`src/hcbd_pkg.sv`:
```
// Package for the HTTP chunked body decoder: parse phases, status codes,
// character constants, hex helpers and the result record shared by the core and top level.
// No dependencies.
package hcbd_pkg;

    typedef enum logic [2:0] {
        PH_LEAD    = 3'd0,
        PH_DIGITS  = 3'd1,
        PH_IGNORE  = 3'd2,
        PH_DATA    = 3'd3,
        PH_TERM    = 3'd4,
        PH_TRAILER = 3'd5,
        PH_HALT    = 3'd6
    } phase_t;

    typedef enum logic [1:0] {
        ST_BUSY = 2'd0,
        ST_DONE = 2'd1,
        ST_BIG  = 2'd2
    } status_t;

    localparam logic [7:0]  CH_LF   = 8'h0A;
    localparam logic [7:0]  CH_CR   = 8'h0D;
    localparam logic [7:0]  CH_TAB  = 8'h09;
    localparam logic [7:0]  CH_VT   = 8'h0B;
    localparam logic [7:0]  CH_FF   = 8'h0C;
    localparam logic [7:0]  CH_SP   = 8'h20;
    localparam logic [7:0]  CH_SEMI = 8'h3B;
    localparam logic [31:0] MAX_BODY_RESET = 32'd1048576;
    localparam int          HEX_RADIX_BITS = 4;

    typedef struct packed {
        logic [7:0] out_byte;
        logic       out_valid;
        status_t    status;
    } result_t;

    function automatic logic is_hex(input logic [7:0] c);
        return (c >= "0" && c <= "9") || (c >= "a" && c <= "f") || (c >= "A" && c <= "F");
    endfunction

    // A semicolon is not a hex digit, so it falls into the ignored tail like any other.
    function automatic logic [3:0] hex_value(input logic [7:0] c);
        logic [7:0] v;
        v = 8'd0;
        if (c >= "0" && c <= "9") begin
            v = c - 8'h30;
        end else if (c >= "a" && c <= "f") begin
            v = c - 8'h57;
        end else if (c >= "A" && c <= "F") begin
            v = c - 8'h37;
        end
        return v[3:0];
    endfunction

    function automatic logic is_blank(input logic [7:0] c);
        return c inside {CH_SP, CH_TAB, CH_CR, CH_VT, CH_FF};
    endfunction

endpackage

```
`src/hcbd_core.sv`:
```
// Parse state and step logic of the chunked body decoder.
// Depends on hcbd_pkg.
module hcbd_core #(
    parameter int COUNT_BITS = 32
) (
    input  logic                aclk,
    input  logic                aresetn,
    input  logic                step_en,
    input  logic [7:0]          in_byte,
    input  logic                restart,
    input  logic [31:0]         max_body_size,
    output hcbd_pkg::result_t   result
);

    localparam int SUM_BITS = ((COUNT_BITS > 32) ? COUNT_BITS : 32) + 1;

    hcbd_pkg::phase_t      phase_reg, phase_next, cur_phase;
    hcbd_pkg::status_t     status_reg, status_next, cur_status;
    logic [COUNT_BITS-1:0] chunk_reg, chunk_next, cur_chunk;
    logic [COUNT_BITS-1:0] left_reg, left_next, cur_left, left_dec;
    logic [COUNT_BITS-1:0] total_reg, total_next, cur_total;
    logic                  crlf_reg, crlf_next, cur_crlf;
    logic                  tempty_reg, tempty_next, cur_tempty;
    logic [SUM_BITS-1:0]   sum_ext;
    logic                  too_big;

    // Restart makes the byte see freshly cleared state.
    always_comb begin
        cur_phase  = restart ? hcbd_pkg::PH_LEAD : phase_reg;
        cur_status = restart ? hcbd_pkg::ST_BUSY : status_reg;
        cur_chunk  = restart ? '0 : chunk_reg;
        cur_left   = restart ? '0 : left_reg;
        cur_total  = restart ? '0 : total_reg;
        cur_crlf   = restart ? 1'b0 : crlf_reg;
        cur_tempty = restart ? 1'b1 : tempty_reg;
    end

    assign sum_ext  = SUM_BITS'(cur_total) + SUM_BITS'(cur_chunk);
    assign too_big  = sum_ext > SUM_BITS'(max_body_size);
    assign left_dec = cur_left - COUNT_BITS'(1);

    always_comb begin
        phase_next  = cur_phase;
        status_next = cur_status;
        chunk_next  = cur_chunk;
        left_next   = cur_left;
        total_next  = cur_total;
        crlf_next   = cur_crlf;
        tempty_next = cur_tempty;
        result.out_byte  = 8'd0;
        result.out_valid = 1'b0;
        case (cur_phase)
            hcbd_pkg::PH_LEAD, hcbd_pkg::PH_DIGITS, hcbd_pkg::PH_IGNORE: begin
                if (in_byte == hcbd_pkg::CH_LF) begin
                    if (cur_chunk == '0) begin
                        phase_next  = hcbd_pkg::PH_TRAILER;
                        tempty_next = 1'b1;
                        crlf_next   = 1'b0;
                    end else if (too_big) begin
                        status_next = hcbd_pkg::ST_BIG;
                        phase_next  = hcbd_pkg::PH_HALT;
                    end else begin
                        left_next  = cur_chunk;
                        phase_next = hcbd_pkg::PH_DATA;
                    end
                end else begin
                    if (cur_phase == hcbd_pkg::PH_LEAD && hcbd_pkg::is_blank(in_byte)) begin
                        phase_next = cur_phase;
                    end else if (cur_phase != hcbd_pkg::PH_IGNORE &&
                                 hcbd_pkg::is_hex(in_byte)) begin
                        // Saturate once another digit would shift bits out of the top.
                        if (cur_chunk[COUNT_BITS-1 -: hcbd_pkg::HEX_RADIX_BITS] != '0) begin
                            chunk_next = '1;
                        end else begin
                            chunk_next = {cur_chunk[COUNT_BITS-hcbd_pkg::HEX_RADIX_BITS-1:0],
                                          hcbd_pkg::hex_value(in_byte)};
                        end
                        phase_next = hcbd_pkg::PH_DIGITS;
                    end else begin
                        phase_next = hcbd_pkg::PH_IGNORE;
                    end
                    crlf_next = (in_byte == hcbd_pkg::CH_CR);
                end
            end
            hcbd_pkg::PH_DATA: begin
                result.out_byte  = in_byte;
                result.out_valid = 1'b1;
                total_next = cur_total + COUNT_BITS'(1);
                left_next  = left_dec;
                if (left_dec == '0) begin
                    left_next  = cur_crlf ? COUNT_BITS'(2) : COUNT_BITS'(1);
                    phase_next = hcbd_pkg::PH_TERM;
                end
            end
            hcbd_pkg::PH_TERM: begin
                left_next = left_dec;
                if (left_dec == '0) begin
                    phase_next = hcbd_pkg::PH_LEAD;
                    chunk_next = '0;
                    crlf_next  = 1'b0;
                end
            end
            hcbd_pkg::PH_TRAILER: begin
                if (in_byte == hcbd_pkg::CH_LF) begin
                    if (cur_tempty) begin
                        status_next = hcbd_pkg::ST_DONE;
                        phase_next  = hcbd_pkg::PH_HALT;
                    end
                    tempty_next = 1'b1;
                    crlf_next   = 1'b0;
                end else if (in_byte == hcbd_pkg::CH_CR) begin
                    if (cur_crlf) begin
                        tempty_next = 1'b0;
                    end
                    crlf_next = 1'b1;
                end else begin
                    tempty_next = 1'b0;
                    crlf_next   = 1'b0;
                end
            end
            default: begin
                phase_next = hcbd_pkg::PH_HALT;
            end
        endcase
        result.status = status_next;
    end

    always_ff @(posedge aclk) begin
        if (!aresetn) begin
            phase_reg  <= hcbd_pkg::PH_LEAD;
            status_reg <= hcbd_pkg::ST_BUSY;
            chunk_reg  <= '0;
            left_reg   <= '0;
            total_reg  <= '0;
            crlf_reg   <= 1'b0;
            tempty_reg <= 1'b1;
        end else if (step_en) begin
            phase_reg  <= phase_next;
            status_reg <= status_next;
            chunk_reg  <= chunk_next;
            left_reg   <= left_next;
            total_reg  <= total_next;
            crlf_reg   <= crlf_next;
            tempty_reg <= tempty_next;
        end
    end

endmodule

```
`src/http_chunked_body_decoder.sv`:
```
// Top level of the HTTP chunked body decoder: stream ports, configuration register and
// a two-entry result buffer. Depends on hcbd_pkg and hcbd_core.
//
//   Channel   Direction  Transfer carries
//   s_*       in         tdata: in_byte[7:0]; tuser: restart[0]
//   m_*       out        tdata: out_byte[7:0], status[9:8]; tuser: out_valid[0]
//   cfg_*     in         max_body_size, written when cfg_we is high
//
// One byte is taken per cycle while s_tready is high; every accepted byte yields exactly
// one result transfer, which appears on m_* on the cycle after acceptance unless earlier
// results are still waiting there. The rate is set by the parse state update.
// aresetn is synchronous and active low: it clears the parse state, empties the result
// buffer and loads max_body_size with its reset value. When the result side stalls, a
// skid entry holds one more result, so s_tready falls only once both entries are full.
module http_chunked_body_decoder #(
    parameter int COUNT_BITS = 32
) (
    input  logic        aclk,
    input  logic        aresetn,
    input  logic        s_tvalid,
    output logic        s_tready,
    input  logic [7:0]  s_tdata,    // [7:0] in_byte
    input  logic [0:0]  s_tuser,    // [0] restart
    output logic        m_tvalid,
    input  logic        m_tready,
    output logic [15:0] m_tdata,    // [7:0] out_byte, [9:8] status, [15:10] zero
    output logic [0:0]  m_tuser,    // [0] out_valid
    input  logic        cfg_we,
    input  logic [31:0] cfg_wdata
);

    logic              s_fire;
    logic              m_fire;
    logic [31:0]       max_body_reg;
    hcbd_pkg::result_t step_result;
    hcbd_pkg::result_t out_reg, out_next;
    hcbd_pkg::result_t skid_reg, skid_next;
    logic              out_valid_reg, out_valid_next;
    logic              skid_valid_reg, skid_valid_next;

    assign s_tready = !skid_valid_reg;
    assign s_fire   = s_tvalid && s_tready;
    assign m_fire   = out_valid_reg && m_tready;

    // The user must rewrite the register only while the decoder is idle; the block does not enforce it.
    always_ff @(posedge aclk) begin
        if (!aresetn) begin
            max_body_reg <= hcbd_pkg::MAX_BODY_RESET;
        end else if (cfg_we) begin
            max_body_reg <= cfg_wdata;
        end
    end

    hcbd_core #(
        .COUNT_BITS (COUNT_BITS)
    ) u_core (
        .aclk          (aclk),
        .aresetn       (aresetn),
        .step_en       (s_fire),
        .in_byte       (s_tdata),
        .restart       (s_tuser[0]),
        .max_body_size (max_body_reg),
        .result        (step_result)
    );

    // The output entry is refilled from the skid entry first, so order is kept.
    always_comb begin
        out_next        = out_reg;
        skid_next       = skid_reg;
        out_valid_next  = out_valid_reg;
        skid_valid_next = skid_valid_reg;
        if (skid_valid_reg) begin
            if (m_fire) begin
                out_next        = skid_reg;
                skid_valid_next = 1'b0;
            end
        end else if (s_fire) begin
            if (!out_valid_reg || m_fire) begin
                out_next       = step_result;
                out_valid_next = 1'b1;
            end else begin
                skid_next       = step_result;
                skid_valid_next = 1'b1;
            end
        end else if (m_fire) begin
            out_valid_next = 1'b0;
        end
    end

    always_ff @(posedge aclk) begin
        if (!aresetn) begin
            out_valid_reg  <= 1'b0;
            skid_valid_reg <= 1'b0;
        end else begin
            out_valid_reg  <= out_valid_next;
            skid_valid_reg <= skid_valid_next;
        end
    end

    always_ff @(posedge aclk) begin
        out_reg  <= out_next;
        skid_reg <= skid_next;
    end

    assign m_tvalid   = out_valid_reg;
    assign m_tdata    = {6'd0, out_reg.status, out_reg.out_byte};
    assign m_tuser[0] = out_reg.out_valid;

endmodule

```
`config.mk`:
```
export PLATFORM = sky130hd
export DESIGN_NAME = http_chunked_body_decoder
export DESIGN_NICKNAME = d
export VERILOG_FILES = /design/src/hcbd_pkg.sv /design/src/hcbd_core.sv /design/src/http_chunked_body_decoder.sv
export SDC_FILE = /design/constraint.sdc
export NUM_CORES = 1
export LEC_CHECK = 0
export BUFFER_PORTS_ARGS = -buffer_cell sky130_fd_sc_hd__buf_2
export CORE_MARGIN = 1
export CORE_UTILIZATION = 45
export DETAILED_ROUTE_END_ITERATION = 7
export PLACE_DENSITY = 0.73
export RECOVER_POWER = 100
export SYNTH_ARGS = -nofsm -noshare
export SYNTH_HDL_FRONTEND = slang
export SYNTH_HIERARCHICAL = 1
export SYNTH_SLANG_ARGS = --single-unit
```
`constraint.sdc`:
```
create_clock -name aclk -period 8.8 [get_ports aclk]
set_input_delay 0.44 -clock aclk [delete_from_list [all_inputs] [get_ports aclk]]
set_output_delay 0.44 -clock aclk [all_outputs]
set_load 0.05 [all_outputs]
```
After elaboration in Yosys (flattened, before gate mapping)

Index checks and enable logic that the tools add are counted.

Bits in registers: 159
Input bits: 46
Output and inout bits: 19

Add/sub/neg operators: 6
Magnitude comparators: 7
Equal/unequal tests: 14
Muxes and demuxes: 63
Bitwise gates (word level): 2
Reductions and logical operators: 24

Operators with widths:

| cell                    | number |
|---|---|
| $mux W32                | 13 |
| $pmux W32 S3            | 1 |
| $logic_not A32 Y1       | 2 |
| $pmux W32 S2            | 1 |
| $mux W11                | 4 |
| $eq A8 B4 Y1 const B    | 5 |
| $add A32 B32 Y33        | 1 |
| $gt A33 B32 Y1          | 1 |
| $add A32 B1 Y32 const B | 1 |
| $sub A32 B1 Y32 const B | 1 |
| $mux W3                 | 9 |
| $mux W1                 | 19 |
| $ge A8 B7 Y1 const B    | 2 |
| $le A8 B7 Y1 const B    | 2 |
| $mux W2                 | 8 |
| $mux W4                 | 3 |
| $pmux W3 S4             | 1 |
| $mux W9                 | 1 |
| $reduce_and A3 Y1       | 3 |
| $eq A8 B6 Y1 const B    | 1 |
| $ge A8 B6 Y1 const B    | 1 |
| $le A8 B6 Y1 const B    | 1 |
| $sub A4 B3 Y4 const B   | 2 |
| $logic_and A1 B1 Y1     | 7 |
| other kinds (18)        | 26 |

Logic depth before layout (Yosys ltp)

Depth after elaboration: 10
Gate-level depth with buffers: 31
Mapped depth without buffers: 23

Modules after synthesis

Netlist, hierarchy kept.

By module, submodules not included:

| module                    | times used | cells an instance | area each (µm²) |
|---|---|---|---|
| hcbd_core                 | 1          | 1,338             | 9,586.7 |
| http_chunked_body_decoder | 1          | 159               | 2,149.6 |

Least setup slack after synthesis

No wires, ideal clock.

Kind: input to register
From: input s_tuser
To: register u_core.left_reg[20]
Data arrival time: 7,104 ps
Required time: 8,678 ps
Setup slack: 1,574 ps
Stages: 30
Buffers on the path: 8
Path through: buf_2 > clkbuf_1 > clkbuf_1 > clkbuf_1 > clkbuf_1 > buf_1 > buf_1 > nor2b_1 > ha_1 > inv_1 > fa_1 > nand2b_1 > a221o_1 > and3_1 > o211ai_1 > a21oi_1 > o41ai_1 > o21ai_0 > xor2_1 > ha_1 > a21o_1 > a211oi_1 > nor2_1 > o41ai_1 > o22ai_1 > nor4b_4 > o31ai_1 > and2_1 > buf_1 > a221o_1

Word-level cells in the longest chain between the ends: 7

RTL lines:

| item                               | line                             | text |
|---|---|---|
| from (decl)                        | http_chunked_body_decoder.sv:23  | `input logic [0:0] s_tuser,` |
| $mux W32, on equally long branches | hcbd_core.sv:33, hcbd_core.sv:31 |  |
| $add A32 B32 Y33                   | hcbd_core.sv:38                  | `assign sum_ext = SUM_BITS'(cur_total) + SUM_BITS'(cur_chunk);` |
| $gt A33 B32 Y1                     | hcbd_core.sv:39                  | `assign too_big = sum_ext > SUM_BITS'(max_body_size);` |
| $mux W32                           | hcbd_core.sv:59                  | `end else if (too_big) begin` |
| $mux W32                           | hcbd_core.sv:55                  | `if (cur_chunk == '0) begin` |
| $mux W32                           | hcbd_core.sv:54                  | `if (in_byte == hcbd_pkg::CH_LF) begin` |
| $pmux W32 S3 *                     | hcbd_core.sv:52                  | `case (cur_phase)` |
| to (signal assigned)               | hcbd_core.sv:141                 | `left_reg <= left_next;` |
| to (decl)                          | hcbd_core.sv:20                  | `logic [COUNT_BITS-1:0] left_reg, left_next, cur_left, left_dec;` |

Mark *: on every way between the ends. The rest lies on a longest branch, timed or not.
A chain may end at the register's enable or synchronous reset.

Final worst setup path

From: input s_tuser
To: register u_core.left_reg[23]

Same word-level chain as after synthesis.

==> results.toml <==
[cts]
cts_sinks = 159
clock_latency_ns = 0.43
cts_resized = 0
holdBufCountCts = 0
cts_tree = "built"
cts_max_level = 4
path_clk_slew_ns = 0.07
cts_made_buffers = 17
clockBufferDepth = 2
ctsRootBufferMaster = "clkbuf_16"
cts_setup_buffers = 0

[yosys]
synth.top_cells.by_count = "208 x nor2_1, 137 x dfxtp_1, 115 x nand2_1"
synth_cell_types = 91
synth_cells = 1497
syn_area_mm2 = 0.0117
synthArstFlopShare = 0
yosys-top-cells-area = "dfxtp_1 23%, ha_1 7.0%, nor2_1 6.7%"
yosysSeqAreaShare = 0.290
yosysTopAreaCell = "dfxtp_1"
synth_edf_count = 22
ys_warn_count = 6
synth_top_area_share = 0.234
ys_ff_latch = 159
synth_flop_cell = "dfxtp_1"
syn_area_per_cell_um2 = 7.84
yosysMostFrequentCell = "nor2_1"

[route]
drc_errors = 0
wl_per_cell_um = 18.2
drt_iter0_markers = 1359
antenna_left = 0
vias = 11248
drt_pass1_iterations = 7
routed_wl_um = 33300
viasPerCell = 6.14

[timing]
max_freq_mhz = 135
fin_crit_sh = 0.839
tightest_slew_ns = 2.37
hold-worst-slack_ns = 0.221
rsz0062_at_grt = "no"
final_max_slew_viol_count = 133
slew_headroom = -0.579
fin_crit_ns = 7.39
layout_setup_ws_ns = 1.42
hold_violations = 0
fin_skew_ns = 0.0106
setup_violations = 0
tns_ns = 0

[grt]
gr-usage-all-layers = 0.248
busiest_layer = "met2"
grt_pass1_vias = 10411
grt_antenna_before_repair = 0
met3_usage = 0.0361
grt_use_met1 = 0.321
grt_pass1_wl_um = 53200
grt_util_met2 = 0.417
grt_overflow = 0
grt_max_degree = 72

[layout]
finalNetCount = 1602
area_growth_pct = 7.17
drive_gt1_frac = 0.0759
fin_area_mm2 = 0.0126
antenna_cells = 0

[die]
dieArea_mm2 = 0.0267
row_count = 58
start_util = 0.462
die_width_um = 163
ios = 65
die_h_um = 163
core_area_mm2 = 0.0254

[place]
place_hpwl_um = 24000
globalplace.congestion = 0.958
placed_area_mm2 = 0.0121
port_buffers = 58
place_ws_ns = 1.78

[pwr]
leakagePower_nw = 5.14
vdd_ir_drop_max_v = 0.0000882
powerDensity_mw_per_mm2 = 157

[critical_path]
critPathMaxStageDelay_ns = 1.21
critPathKind = "in -> reg"
rrSetupSlack_ns = 1.66
critPathArrivalTime_ns = 7.76
path_max_fanout = 71
cp-start-kind = "input pin"
cp_slowest_cell = "nor4b_1"
worstPathRequired_ns = 9.17
cp-end-kind = "flop"
crit_chain = "buf_4 -> nor2b_1 -> ha_1 -> inv_1 -> fa_1 -> nand2b_1 -> a221o_1 -> and3_1 -> o211ai_1 -> a21oi_1 -> o41ai_1 -> o21ai_0 -> xor2_1 -> ha_1 -> a21o_1 -> a211oi_1 -> nor2_1 -> o41ai_1 -> o22ai_1 -> nor4b_1 -> and3_1 -> a221o_1"

[run_status]
violations = "capacitance limit, slew limit"
outcome = "complete, but fails checks"

[job]
cap_violations = 3

[worst_hold_path]
hp-class = "in -> reg"
[worst max-delay path: cells and delay by family]
family | cells | cell delay [ns]
AOI/OAI and AO/OA | 10 | 2.93
and+or+nand+nor | 6 | 2.70
adders and majority gates | 3 | 0.83
buffers and inverters | 2 | 0.62
xor gates and xnor gates | 1 | 0.20
[power by group]
group | internal, mW | leakage (nW) | switching [mW]
registers | 0.764 | 1.34 | 0.0313
clock network | 0.456 | 0.298 | 0.338
logic | 0.133 | 3.50 | 0.253
[placed cells by master (no fill, tap or decap), types with 9 or more instances in the layout]
cell type  instances
nand2_1          115
nand3_1           49
a21oi_1          105
o31ai_1           12
buf_4              9
o211ai_1           9
o21bai_1          11
edfxtp_1          22
buf_2             42
nor2_1           209
and3_1            24
clkbuf_1          18
ha_1              66
a22o_1            11
a21o_1            18
nor3_1            30
dfxtp_1          137
a211oi_1          24
nor2b_1           66
inv_1             60
o21ai_0           75
clkbuf_16         17
nand2b_1          12
nand4_1           29
nor4_1            18
xor2_1            24
a22oi_1            9
xnor2_1           43
mux2i_1           43
a221o_1           17
[cells by family after synthesis]
family,Yosys count,share of synthesized area
AOI/OAI and AO/OA,364,0.206
xor gates and xnor gates,67,0.0500
adders and majority gates,71,0.0755
buffers and inverters,163,0.0611
DFF,159,0.290
muxes,58,0.0533
other,1,0.000320
and+or+nand+nor,614,0.264
[through the flow]
| step | utilization | std cells | total power, mW |
|---|---|---|---|
| after detailed placement | 0.475 | 1800 | 1.19 |
| after global routing | 0.495 | 1832 | 2.05 |
| after global placement | 0.475 | 1800 | 1.18 |
| after CTS | 0.500 | 1832 | 1.98 |
| after floorplan | - | 1502 | 1.09 |
| final | 0.495 | 1832 | 1.97 |
[path summary, 6_finish.rpt]
kind	start	cells after the start	end
max	s_tuser	22	u_core/left_reg[23]
min	m_tready	2	skid_valid_reg
max reg2reg	u_core/chunk_reg[8]	19	u_core/left_reg[23]
min reg2reg	u_core/chunk_reg[1]	2	u_core/chunk_reg[1]
[final cells by class]
cell class	count	area, um2
tap	330	413
clock buffer	17	425
sequential	159	3400
timing repair buffer	69	345
inverter	62	233
clock inverter	15	198
multi-input combinational	1180	7560
fill	2394	12800
[metal layers]
| layer | up-vias | wire length (um) |
|---|---|---|
| met5 | - | 0 |
| met4 | 0 | 779 |
| met3 | 59 | 2400 |
| met2 | 508 | 15500 |
| met1 | 5338 | 14600 |
| li1 | 5343 | - |
(Power assumes the default switching activity.)
